[config.mk]
export PLATFORM = sky130hd
export DESIGN_NAME = sorted_priority_queue_flat
export DESIGN_NICKNAME = d
export VERILOG_FILES = /design/src/spq_pkg.sv /design/src/spq_req_if.sv /design/src/spq_rsp_if.sv /design/src/spq_cell.sv /design/src/spq_obuf.sv /design/src/sorted_priority_queue.sv /design/src/flat_wrapper.sv
export SDC_FILE = /design/constraint.sdc
export NUM_CORES = 1
export LEC_CHECK = 0
export BUFFER_PORTS_ARGS = -buffer_cell sky130_fd_sc_hd__buf_2
export CAP_MARGIN = 25
export CORE_AREA = 3 3 272 274
export CTS_BUF_LIST = sky130_fd_sc_hd__clkbuf_4
export CTS_CLUSTER_DIAMETER = 50
export DETAILED_ROUTE_END_ITERATION = 8
export DIE_AREA = 0 0 275 277
export SETUP_SLACK_MARGIN = 0.1
export SLEW_MARGIN = 20
export SYNTH_ARGS = -nofsm -noshare
export SYNTH_HDL_FRONTEND = slang
export SYNTH_SLANG_ARGS = --single-unit
export TNS_END_PERCENT = 100
[constraint.sdc]
create_clock -name i_clk -period 3.3 [get_ports i_clk]
set_input_delay 0.495 -clock i_clk [delete_from_list [all_inputs] [get_ports i_clk]]
set_output_delay 0.495 -clock i_clk [all_outputs]
set_load 0.01 [all_outputs]
[src/spq_pkg.sv]
// Shared types and codes for the sorted priority queue.
package spq_pkg;

    localparam int HELD_BITS = 5;

    typedef logic [1:0] t_status;

    localparam t_status STATUS_OK    = 2'd0;
    localparam t_status STATUS_FULL  = 2'd1;
    localparam t_status STATUS_EMPTY = 2'd2;

    localparam logic CMD_ENQ = 1'b0;
    localparam logic CMD_DEQ = 1'b1;

    typedef struct packed {
        logic enq;
        logic deq;
    } t_cell_op;

endpackage

[src/spq_req_if.sv]
// Request channel: one command word with its priority and tag.
interface spq_req_if import spq_pkg::*; #(
    parameter int PRIO_BITS = 8,
    parameter int TAG_BITS  = 16
);
    logic                 valid;
    logic                 ready;
    logic                 cmd;
    logic [PRIO_BITS-1:0] prio;
    logic [TAG_BITS-1:0]  tag_in;

    modport source (output valid, output cmd, output prio, output tag_in, input ready);
    modport sink   (input valid, input cmd, input prio, input tag_in, output ready);
endinterface

[src/spq_rsp_if.sv]
// Response channel: status, dequeued tag and fill level after each command.
interface spq_rsp_if import spq_pkg::*; #(
    parameter int TAG_BITS = 16
);
    logic                 valid;
    logic                 ready;
    t_status              status;
    logic [TAG_BITS-1:0]  tag_out;
    logic [HELD_BITS-1:0] held_after;

    modport source (output valid, output status, output tag_out, output held_after,
                    input ready);
    modport sink   (input valid, input status, input tag_out, input held_after,
                    output ready);
endinterface

[src/spq_cell.sv]
// One slot of the sorted row: holds an entry and shifts toward either neighbor.
module spq_cell import spq_pkg::*; #(
    parameter int PRIO_BITS = 8,
    parameter int TAG_BITS  = 16
) (
    input  logic                 i_clk,
    input  t_cell_op             i_op,
    input  logic                 i_occ,
    input  logic [PRIO_BITS-1:0] i_new_prio,
    input  logic [TAG_BITS-1:0]  i_new_tag,
    input  logic                 i_left_ge,
    input  logic [PRIO_BITS-1:0] i_left_prio,
    input  logic [TAG_BITS-1:0]  i_left_tag,
    input  logic [PRIO_BITS-1:0] i_right_prio,
    input  logic [TAG_BITS-1:0]  i_right_tag,
    output logic                 o_ge,
    output logic [PRIO_BITS-1:0] o_prio,
    output logic [TAG_BITS-1:0]  o_tag
);
    logic [PRIO_BITS-1:0] r_prio;
    logic [TAG_BITS-1:0]  r_tag;

    // The held entries that outrank or tie the new one form a prefix of the row.
    assign o_ge   = i_occ && (r_prio >= i_new_prio);
    assign o_prio = r_prio;
    assign o_tag  = r_tag;

    always_ff @(posedge i_clk) begin
        if (i_op.enq && !o_ge) begin
            // The first cell past the prefix takes the new entry; the rest shift back.
            if (i_left_ge) begin
                r_prio <= i_new_prio;
                r_tag  <= i_new_tag;
            end else begin
                r_prio <= i_left_prio;
                r_tag  <= i_left_tag;
            end
        end else if (i_op.deq) begin
            r_prio <= i_right_prio;
            r_tag  <= i_right_tag;
        end
    end

endmodule

[src/spq_obuf.sv]
// Two-word response buffer so that a stalled receiver does not stop intake at once.
module spq_obuf import spq_pkg::*; #(
    parameter int TAG_BITS = 16
) (
    input  logic                 i_clk,
    input  logic                 i_rst_n,
    input  logic                 i_push,
    input  t_status              i_status,
    input  logic [TAG_BITS-1:0]  i_tag,
    input  logic [HELD_BITS-1:0] i_held,
    output logic                 o_ready,
    spq_rsp_if.source            o_rsp
);
    logic                 r_vld0;
    logic                 r_vld1;
    t_status              r_status0;
    t_status              r_status1;
    logic [TAG_BITS-1:0]  r_tag0;
    logic [TAG_BITS-1:0]  r_tag1;
    logic [HELD_BITS-1:0] r_held0;
    logic [HELD_BITS-1:0] r_held1;
    logic                 w_pop;

    assign w_pop            = r_vld0 && o_rsp.ready;
    assign o_ready          = !r_vld1;
    assign o_rsp.valid      = r_vld0;
    assign o_rsp.status     = r_status0;
    assign o_rsp.tag_out    = r_tag0;
    assign o_rsp.held_after = r_held0;

    always_ff @(posedge i_clk) begin
        if (!i_rst_n) begin
            r_vld0 <= 1'b0;
            r_vld1 <= 1'b0;
        end else begin
            if (w_pop && r_vld1) begin
                r_vld1 <= i_push;
            end else if (w_pop) begin
                r_vld0 <= i_push;
            end else if (i_push && !r_vld0) begin
                r_vld0 <= 1'b1;
            end else if (i_push) begin
                r_vld1 <= 1'b1;
            end
        end
    end

    always_ff @(posedge i_clk) begin
        if (w_pop && r_vld1) begin
            r_status0 <= r_status1;
            r_tag0    <= r_tag1;
            r_held0   <= r_held1;
            if (i_push) begin
                r_status1 <= i_status;
                r_tag1    <= i_tag;
                r_held1   <= i_held;
            end
        end else if ((w_pop || !r_vld0) && i_push) begin
            r_status0 <= i_status;
            r_tag0    <= i_tag;
            r_held0   <= i_held;
        end else if (i_push) begin
            r_status1 <= i_status;
            r_tag1    <= i_tag;
            r_held1   <= i_held;
        end
    end

endmodule

[src/sorted_priority_queue.sv]
// Sorted priority queue built as a row of shifting entry cells.
//
// Requests arrive on i_req: cmd selects enqueue (prio, tag_in) or dequeue.
// Every request word yields exactly one response word on o_rsp carrying
// status (ok, full, empty), the dequeued tag (zero otherwise) and the
// number of entries held after the request.
// Entries are kept sorted with the highest priority in cell zero; an
// enqueue lands behind all entries of greater or equal priority, so equal
// priorities leave in arrival order. An enqueue to a full queue is dropped
// and a dequeue from an empty queue reports empty; neither changes state.
// One request word is taken per cycle while the response buffer has room:
// every cell compares against the new priority in parallel and the whole
// row shifts in the same cycle, so the next request already sees the
// updated order. Each response is registered in the response buffer.
// Reset empties the queue and the response buffer; entry contents are not
// cleared. The two-word response buffer lets one more request in while the
// receiver stalls; after that i_req.ready stays low until o_rsp drains.
module sorted_priority_queue import spq_pkg::*; #(
    parameter int DEPTH     = 16,
    parameter int PRIO_BITS = 8,
    parameter int TAG_BITS  = 16
) (
    input  logic        i_clk,
    input  logic        i_rst_n,
    spq_req_if.sink     i_req,
    spq_rsp_if.source   o_rsp
);
    localparam int CNT_W = $clog2(DEPTH + 1);

    logic [CNT_W-1:0]     r_count;
    logic [CNT_W-1:0]     n_count;
    logic                 w_acc;
    logic                 w_is_enq;
    logic                 w_full;
    logic                 w_empty;
    logic                 w_buf_ready;
    t_cell_op             w_op;
    t_status              w_status;
    logic [TAG_BITS-1:0]  w_tag_out;
    logic [PRIO_BITS-1:0] w_prio [DEPTH];
    logic [TAG_BITS-1:0]  w_tag  [DEPTH];
    logic                 w_ge   [DEPTH];

    assign i_req.ready = w_buf_ready;
    assign w_acc       = i_req.valid && i_req.ready;
    assign w_is_enq    = (i_req.cmd == CMD_ENQ);
    assign w_full      = (r_count == CNT_W'(DEPTH));
    assign w_empty     = (r_count == '0);
    assign w_op.enq    = w_acc && w_is_enq && !w_full;
    assign w_op.deq    = w_acc && !w_is_enq && !w_empty;

    always_comb begin
        n_count   = r_count;
        w_status  = STATUS_OK;
        w_tag_out = '0;
        if (w_is_enq) begin
            if (w_full) begin
                w_status = STATUS_FULL;
            end else begin
                n_count = r_count + 1'b1;
            end
        end else begin
            if (w_empty) begin
                w_status = STATUS_EMPTY;
            end else begin
                n_count   = r_count - 1'b1;
                w_tag_out = w_tag[0];
            end
        end
    end

    always_ff @(posedge i_clk) begin
        if (!i_rst_n) begin
            r_count <= '0;
        end else if (w_acc) begin
            r_count <= n_count;
        end
    end

    for (genvar g = 0; g < DEPTH; g++) begin : g_cell
        logic                 w_left_ge;
        logic [PRIO_BITS-1:0] w_left_prio;
        logic [TAG_BITS-1:0]  w_left_tag;
        logic [PRIO_BITS-1:0] w_right_prio;
        logic [TAG_BITS-1:0]  w_right_tag;

        if (g == 0) begin : g_head
            assign w_left_ge   = 1'b1;
            assign w_left_prio = i_req.prio;
            assign w_left_tag  = i_req.tag_in;
        end else begin : g_body
            assign w_left_ge   = w_ge[g-1];
            assign w_left_prio = w_prio[g-1];
            assign w_left_tag  = w_tag[g-1];
        end

        if (g == DEPTH - 1) begin : g_tail
            assign w_right_prio = w_prio[g];
            assign w_right_tag  = w_tag[g];
        end else begin : g_inner
            assign w_right_prio = w_prio[g+1];
            assign w_right_tag  = w_tag[g+1];
        end

        spq_cell #(
            .PRIO_BITS (PRIO_BITS),
            .TAG_BITS  (TAG_BITS)
        ) u_cell (
            .i_clk        (i_clk),
            .i_op         (w_op),
            .i_occ        (CNT_W'(g) < r_count),
            .i_new_prio   (i_req.prio),
            .i_new_tag    (i_req.tag_in),
            .i_left_ge    (w_left_ge),
            .i_left_prio  (w_left_prio),
            .i_left_tag   (w_left_tag),
            .i_right_prio (w_right_prio),
            .i_right_tag  (w_right_tag),
            .o_ge         (w_ge[g]),
            .o_prio       (w_prio[g]),
            .o_tag        (w_tag[g])
        );
    end

    spq_obuf #(
        .TAG_BITS (TAG_BITS)
    ) u_obuf (
        .i_clk    (i_clk),
        .i_rst_n  (i_rst_n),
        .i_push   (w_acc),
        .i_status (w_status),
        .i_tag    (w_tag_out),
        .i_held   (HELD_BITS'(n_count)),
        .o_ready  (w_buf_ready),
        .o_rsp    (o_rsp)
    );

`ifndef SYNTHESIS
    a_count_range: assert property (@(posedge i_clk) disable iff (!i_rst_n)
        r_count <= CNT_W'(DEPTH))
        else $error("entry count exceeds depth");

    a_enq_grows: assert property (@(posedge i_clk) disable iff (!i_rst_n)
        w_op.enq |=> r_count == $past(r_count) + 1'b1)
        else $error("accepted enqueue did not add an entry");

    a_deq_shrinks: assert property (@(posedge i_clk) disable iff (!i_rst_n)
        w_op.deq |=> r_count == $past(r_count) - 1'b1)
        else $error("accepted dequeue did not remove an entry");

    a_head_sorted: assert property (@(posedge i_clk) disable iff (!i_rst_n)
        (r_count >= CNT_W'(2)) |-> (w_prio[0] >= w_prio[1]))
        else $error("head entry outranked by its successor");

    a_full_drop: assert property (@(posedge i_clk) disable iff (!i_rst_n)
        (w_acc && w_is_enq && w_full) |=> $stable(r_count))
        else $error("enqueue to a full queue changed the count");
`endif

endmodule

[src/flat_wrapper.sv]
// flat-port wrapper written by rule: the top's interface ports become plain ports
module sorted_priority_queue_flat import spq_pkg::*;
#(
    parameter int DEPTH     = 16,
    parameter int PRIO_BITS = 8,
    parameter int TAG_BITS  = 16
)
  (i_clk, i_rst_n, i_req_valid, i_req_cmd, i_req_prio, i_req_tag_in, i_req_ready, o_rsp_valid, o_rsp_status, o_rsp_tag_out, o_rsp_held_after, o_rsp_ready);
  spq_req_if #(.PRIO_BITS(PRIO_BITS), .TAG_BITS(TAG_BITS)) i_req_i ();
  spq_rsp_if #(.TAG_BITS(TAG_BITS)) o_rsp_i ();
  input  logic i_clk;
  input  logic i_rst_n;
  input wire logic [$bits(i_req_i.valid)-1:0] i_req_valid;
  input wire logic [$bits(i_req_i.cmd)-1:0] i_req_cmd;
  input wire logic [$bits(i_req_i.prio)-1:0] i_req_prio;
  input wire logic [$bits(i_req_i.tag_in)-1:0] i_req_tag_in;
  output wire logic [$bits(i_req_i.ready)-1:0] i_req_ready;
  output wire logic [$bits(o_rsp_i.valid)-1:0] o_rsp_valid;
  output wire logic [$bits(o_rsp_i.status)-1:0] o_rsp_status;
  output wire logic [$bits(o_rsp_i.tag_out)-1:0] o_rsp_tag_out;
  output wire logic [$bits(o_rsp_i.held_after)-1:0] o_rsp_held_after;
  input wire logic [$bits(o_rsp_i.ready)-1:0] o_rsp_ready;
  assign i_req_i.valid = i_req_valid;
  assign i_req_i.cmd = i_req_cmd;
  assign i_req_i.prio = i_req_prio;
  assign i_req_i.tag_in = i_req_tag_in;
  assign i_req_ready = i_req_i.ready;
  assign o_rsp_valid = o_rsp_i.valid;
  assign o_rsp_status = o_rsp_i.status;
  assign o_rsp_tag_out = o_rsp_i.tag_out;
  assign o_rsp_held_after = o_rsp_i.held_after;
  assign o_rsp_i.ready = o_rsp_ready;
  sorted_priority_queue #(.DEPTH(DEPTH), .PRIO_BITS(PRIO_BITS), .TAG_BITS(TAG_BITS)) u_core (.i_clk(i_clk), .i_rst_n(i_rst_n), .i_req(i_req_i), .o_rsp(o_rsp_i));
endmodule
==> summary.txt <==
Synth
  • Compound-Gate Fraction of Synth Area: between 10% and 20%
  • Avg Cell Area, Syn: around 11 um2
  • Synth Instances: 2168
  • Largest family of logic cells by synthesized area: multiplexers
  • Multiplexer share of the synthesized area: between 10% and 20%
  • Post-Synth Simple-Gate Area: under 10%
  • Post-Synth XOR/XNOR Area: 0.0718%
  • Synthesized cell area: between 20000 and 25000 um2
  • Unique masters post-synth: 54
  • EDFF count, synth: 430
  • Seq/Total Area, Yosys: between 50% and 60%
  • Adder-Cell Fraction of Synth Area: under 10%
  • Main synth FF type: edfxtp_1
  • Syn Nets: 2329
  • Synth warn: 0
  • FF+latch count, synth: ~440
  • Async S/R FF share, synth: 0%

Timing
  • Worst Skew: approximately 0.051 ns
  • RSZ-0062 raised after global routing: no
  • Final Critical Period: 2.97 ns
  • Slew margin rel.: around 44%
  • Final Hold Fails: 0
  • Setup TNS: 0 ns
  • Max Transition Viols Final: 0
  • Period Utilization, post-route: approximately 90%
  • Actual slew at the worst max-slew pin: between 0.8 and 0.9 ns
  • Hold_ws: between 0.1 and 0.15 ns
  • Fmax: roughly 340 MHz
  • Final setup viols: 0

Worst setup path
  • Critical Path RT: 3.85 ns
  • Reg2reg path depth: 9
  • R2r startpoint: u_core.g_cell[0].u_cell.o_prio[0]$_DFFE_PP_
  • Setup crit end kind: flop
  • CP Class: reg2reg
  • Slowest stage delay, CP: between 0.4 and 0.5 ns
  • Crit Path Max Fanout: 21
  • Terminus of the critical flop-to-flop path: u_core.g_cell[1].u_cell.o_tag[6]$_DFFE_PP_
  • CP Launch Type: flop
  • Crit path DAT: approximately 3.5 ns
  • CP max-delay cell: o32ai_4
  • Cells along the critical path: inv_1, ha_1, nand2b_1, a2111oi_2, nor3_1, o32ai_4, buf_4, mux2i_1, o21ai_0
  • Flop-to-flop setup slack: 0.33 ns

CTS
  • Postcts setup bufs: 0
  • Clk_lat worst skew: 0.87 ns
  • Clock Pin Slew Worst Setup and Hold Paths: around 0.06 ns
  • CTS Buffer Depth: 3
  • TritonCTS clock tree: done
  • H-Tree Depth: 3
  • CTS buffer count: around 110
  • CTS Sinks: about 440
  • CTS root buf: clkbuf_4

Drt
  • Final wirelength: 62.1 mm
  • DRT iter0 DRCs: about 870
  • Vias: approximately 17k
  • Drt drc: 0
  • Pre-Repair DR Iteration Count: 5
  • DRT antenna net count: 0
  • Via density: approximately 5.2
  • Wire per inst: between 15 and 20 um

Layout
  • Layout cells sized above 1: 18.4%
  • Layout Area Growth over Synthesis: 14.5%
  • Footprint of the multi-input gates: approximately 11000 um2
  • Post-route cell area: about 28000 um2
  • FILL cells: around 7.0k
  • FF+latch area: roughly 13000 um2
  • Final Net Count: about 2.5k
  • Final Non-Filler Cells: 3337

Global routing
  • Overflow after GRT: 0
  • Initial antenna violation count: 7
  • Tot GR Track Use: between 10% and 20%
  • First-pass GRT wire length: around 100 mm
  • Pin count of the biggest net entering global routing: 49
  • Vias in the first global route: 18.9k

Hold path
  • Hold Crit Depth: 3
  • HP Class: in2reg
  • Hold Path Sink: u_core.u_obuf.o_rsp.valid$_SDFFE_PN0P_
  • Min-Delay Startpoint: i_req_valid

Run
  • Max-capacitance violation count: 0

Die
  • Core Rows: between 90 and 100
  • I/O Pins: 54
  • Starting Density: 34.1%
  • Die extent in y: approximately 280 um
  • Die W: about 280 um
  • Core area: a little over 70000 um2
  • Full die area: about 76000 um2

Placement
  • Cell Area, Placed: approximately 26000 um2
  • GPL Wtd Cong: 0.889
  • DP HPWL: around 45 mm
  • I/O Buffers: 53
  • Dpl cells: 3131

Power
  • Worst ir drop on vdd: roughly 250 uV
  • P_leak: roughly 11 nW
  • Clk pwr share: between 20% and 30%
  • Part of the power in registers: a little under half
  • P_sw: between 0.005 and 0.006 W
  • Combinational share of power: 23.3%
  • Internal power: between 0.01 and 0.015 W
  • Sw Share: between 30 and 40%
  • Pwr Density: 584 nW/um2

Status
  • Status: complete, no violations
-- routing by layer --
metal	vias up	routed length (um)	track usage (%)
li1	8339	-	-
met5	-	44	0
met2	404	30900	28.2
met4	8	2180	7.15
met3	147	2800	3.20
met1	8504	26100	19.7
-- metrics by stage --
stage | power [W] | utilization, % | worst slack (ns)
after CTS | 0.0165 | 39.0 | 0.328
final | 0.0163 | 39.0 | 0.333
after floorplan | 0.0103 | - | 0.173
after global placement | 0.0116 | 36.9 | 0.193
after detailed placement | 0.0117 | 36.9 | 0.102
after global routing | 0.0173 | 39.0 | 0.124
-- final cells by class --
cell class / count / share of cell area [%]
Sequential cell: 437 / 46.7
Timing Repair Buffer: 164 / 5.14
Inverter: 33 / 0.443
Antenna cell: 3 / 0.0269
Multi-Input combinational cell: 1551 / 38.3
Tap cell: 950 / 4.25
Clock buffer: 173 / 4.65
Clock inverter: 26 / 0.501
-- cell families (layout without fill, tap and decap cells) --
logic type / count (synthesis) / after routing
adder cells (fa/ha/maj): 132 / 132
other: 0 / 3
flip-flops: 437 / 437
AO/OA/AOI/OAI: 504 / 504
AND/OR/NAND/NOR: 525 / 525
XOR/XNOR: 2 / 2
multiplexers: 388 / 388
buffers and inverters: 180 / 396
-- worst max-delay path by stage --
| stage | to | slack [ns] | cells after the start | from |
|---|---|---|---|---|
| floorplan | u_core.g_cell[2].u_cell.o_prio[0]$_DFFE_PP_ | 0.17 | 9 | i_req_prio[6] |
| global placement | u_core.g_cell[1].u_cell.o_tag[8]$_DFFE_PP_ | 0.19 | 9 | i_req_prio[0] |
| detailed placement | u_core.g_cell[1].u_cell.o_tag[6]$_DFFE_PP_ | 0.10 | 10 | i_req_prio[6] |
| CTS | u_core.g_cell[1].u_cell.o_tag[6]$_DFFE_PP_ | 0.33 | 9 | u_core.g_cell[0].u_cell.o_prio[0]$_DFFE_PP_ |
| global route | u_core.g_cell[1].u_cell.o_tag[6]$_DFFE_PP_ | 0.12 | 9 | u_core.g_cell[0].u_cell.o_prio[0]$_DFFE_PP_ |
| finish | u_core.g_cell[1].u_cell.o_tag[6]$_DFFE_PP_ | 0.33 | 9 | u_core.g_cell[0].u_cell.o_prio[0]$_DFFE_PP_ |
-- repair_timing --
| action | CTS | global route |
|---|---|---|
| hold endpoints to repair | 7 | 0 |
| hold buffers | 3 | 0 |
| resized for setup | 0 | 0 |
| setup endpoints to repair | 0 | 0 |
-- registers in the layout, indices dropped and copies added (netlist names) --
signal                          flops
u_core.u_obuf.o_rsp.valid           1
u_core.r_count                      5
u_core.u_obuf.o_rsp.held_after      5
u_core.u_obuf.r_held1               5
u_core.u_obuf.o_rsp.status          2
u_core.u_obuf.r_vld1                1
u_core.u_obuf.r_tag1               16
u_core.g_cell.u_cell.o_prio       128
u_core.u_obuf.r_status1             2
u_core.u_obuf.o_rsp.tag_out        16
u_core.g_cell.u_cell.o_tag        256
-- cell usage after synthesis (4+ instances only) --
master / count / area share (%)
mux2_2: 41 / 1.9
and2_1: 17 / 0.44
a21o_1: 7 / 0.22
o211ai_1: 5 / 0.15
mux2i_1: 328 / 13
nand2_1: 335 / 5.2
a211oi_1: 14 / 0.43
nor3_1: 13 / 0.27
a31oi_1: 6 / 0.15
edfxtp_1: 430 / 53
nand2b_1: 7 / 0.18
nand4_1: 4 / 0.10
clkbuf_1: 92 / 1.4
buf_2: 46 / 0.94
a21oi_1: 134 / 2.7
mux2_4: 19 / 1.2
nand3_1: 5 / 0.10
a31o_2: 5 / 0.18
buf_6: 4 / 0.18
inv_1: 33 / 0.51
nor2b_1: 12 / 0.31
and3_1: 6 / 0.15
ha_1: 132 / 6.8
nor2_1: 116 / 1.8
dfxtp_1: 7 / 0.57
o21ai_0: 312 / 6.4
-- power groups by stage --
stage | Combinational, W | Sequential (W) | Clock [W]
6_report | 0.00380 | 0.00780 | 0.00472
5_1_grt | 0.00429 | 0.00787 | 0.00516
4_1_cts | 0.00383 | 0.00780 | 0.00489
3_5_place_dp | 0.00382 | 0.00791 | 0
3_3_place_gp | 0.00368 | 0.00791 | 0
2_1_floorplan | 0.00266 | 0.00768 | 0
-- worst max-delay path, delay by kind of cell (launching register included) --
kind / cells / cell delay, ns
buffers and inverters: 2 / 0.50
muxes: 1 / 0.26
DFF: 1 / 0.39
AOI/OAI and AO/OA: 3 / 0.97
and+or+nand+nor: 2 / 0.32
adders and majority gates: 1 / 0.21
-- cell usage in the layout, fill, tap and decap left out, drive strengths merged, types with 7 or more instances in the layout --
cell type / instances
edfxtp: 430
nand2: 336
mux2i: 328
o21ai: 314
clkbuf: 173
buf: 161
a21oi: 134
ha: 132
nor2: 116
mux2: 60
inv: 36
clkinv: 22
and2: 18
a211oi: 14
nor3: 13
nor2b: 12
nand2b: 7
a21o: 7
dfxtp: 7
(Power assumes the default switching activity.)
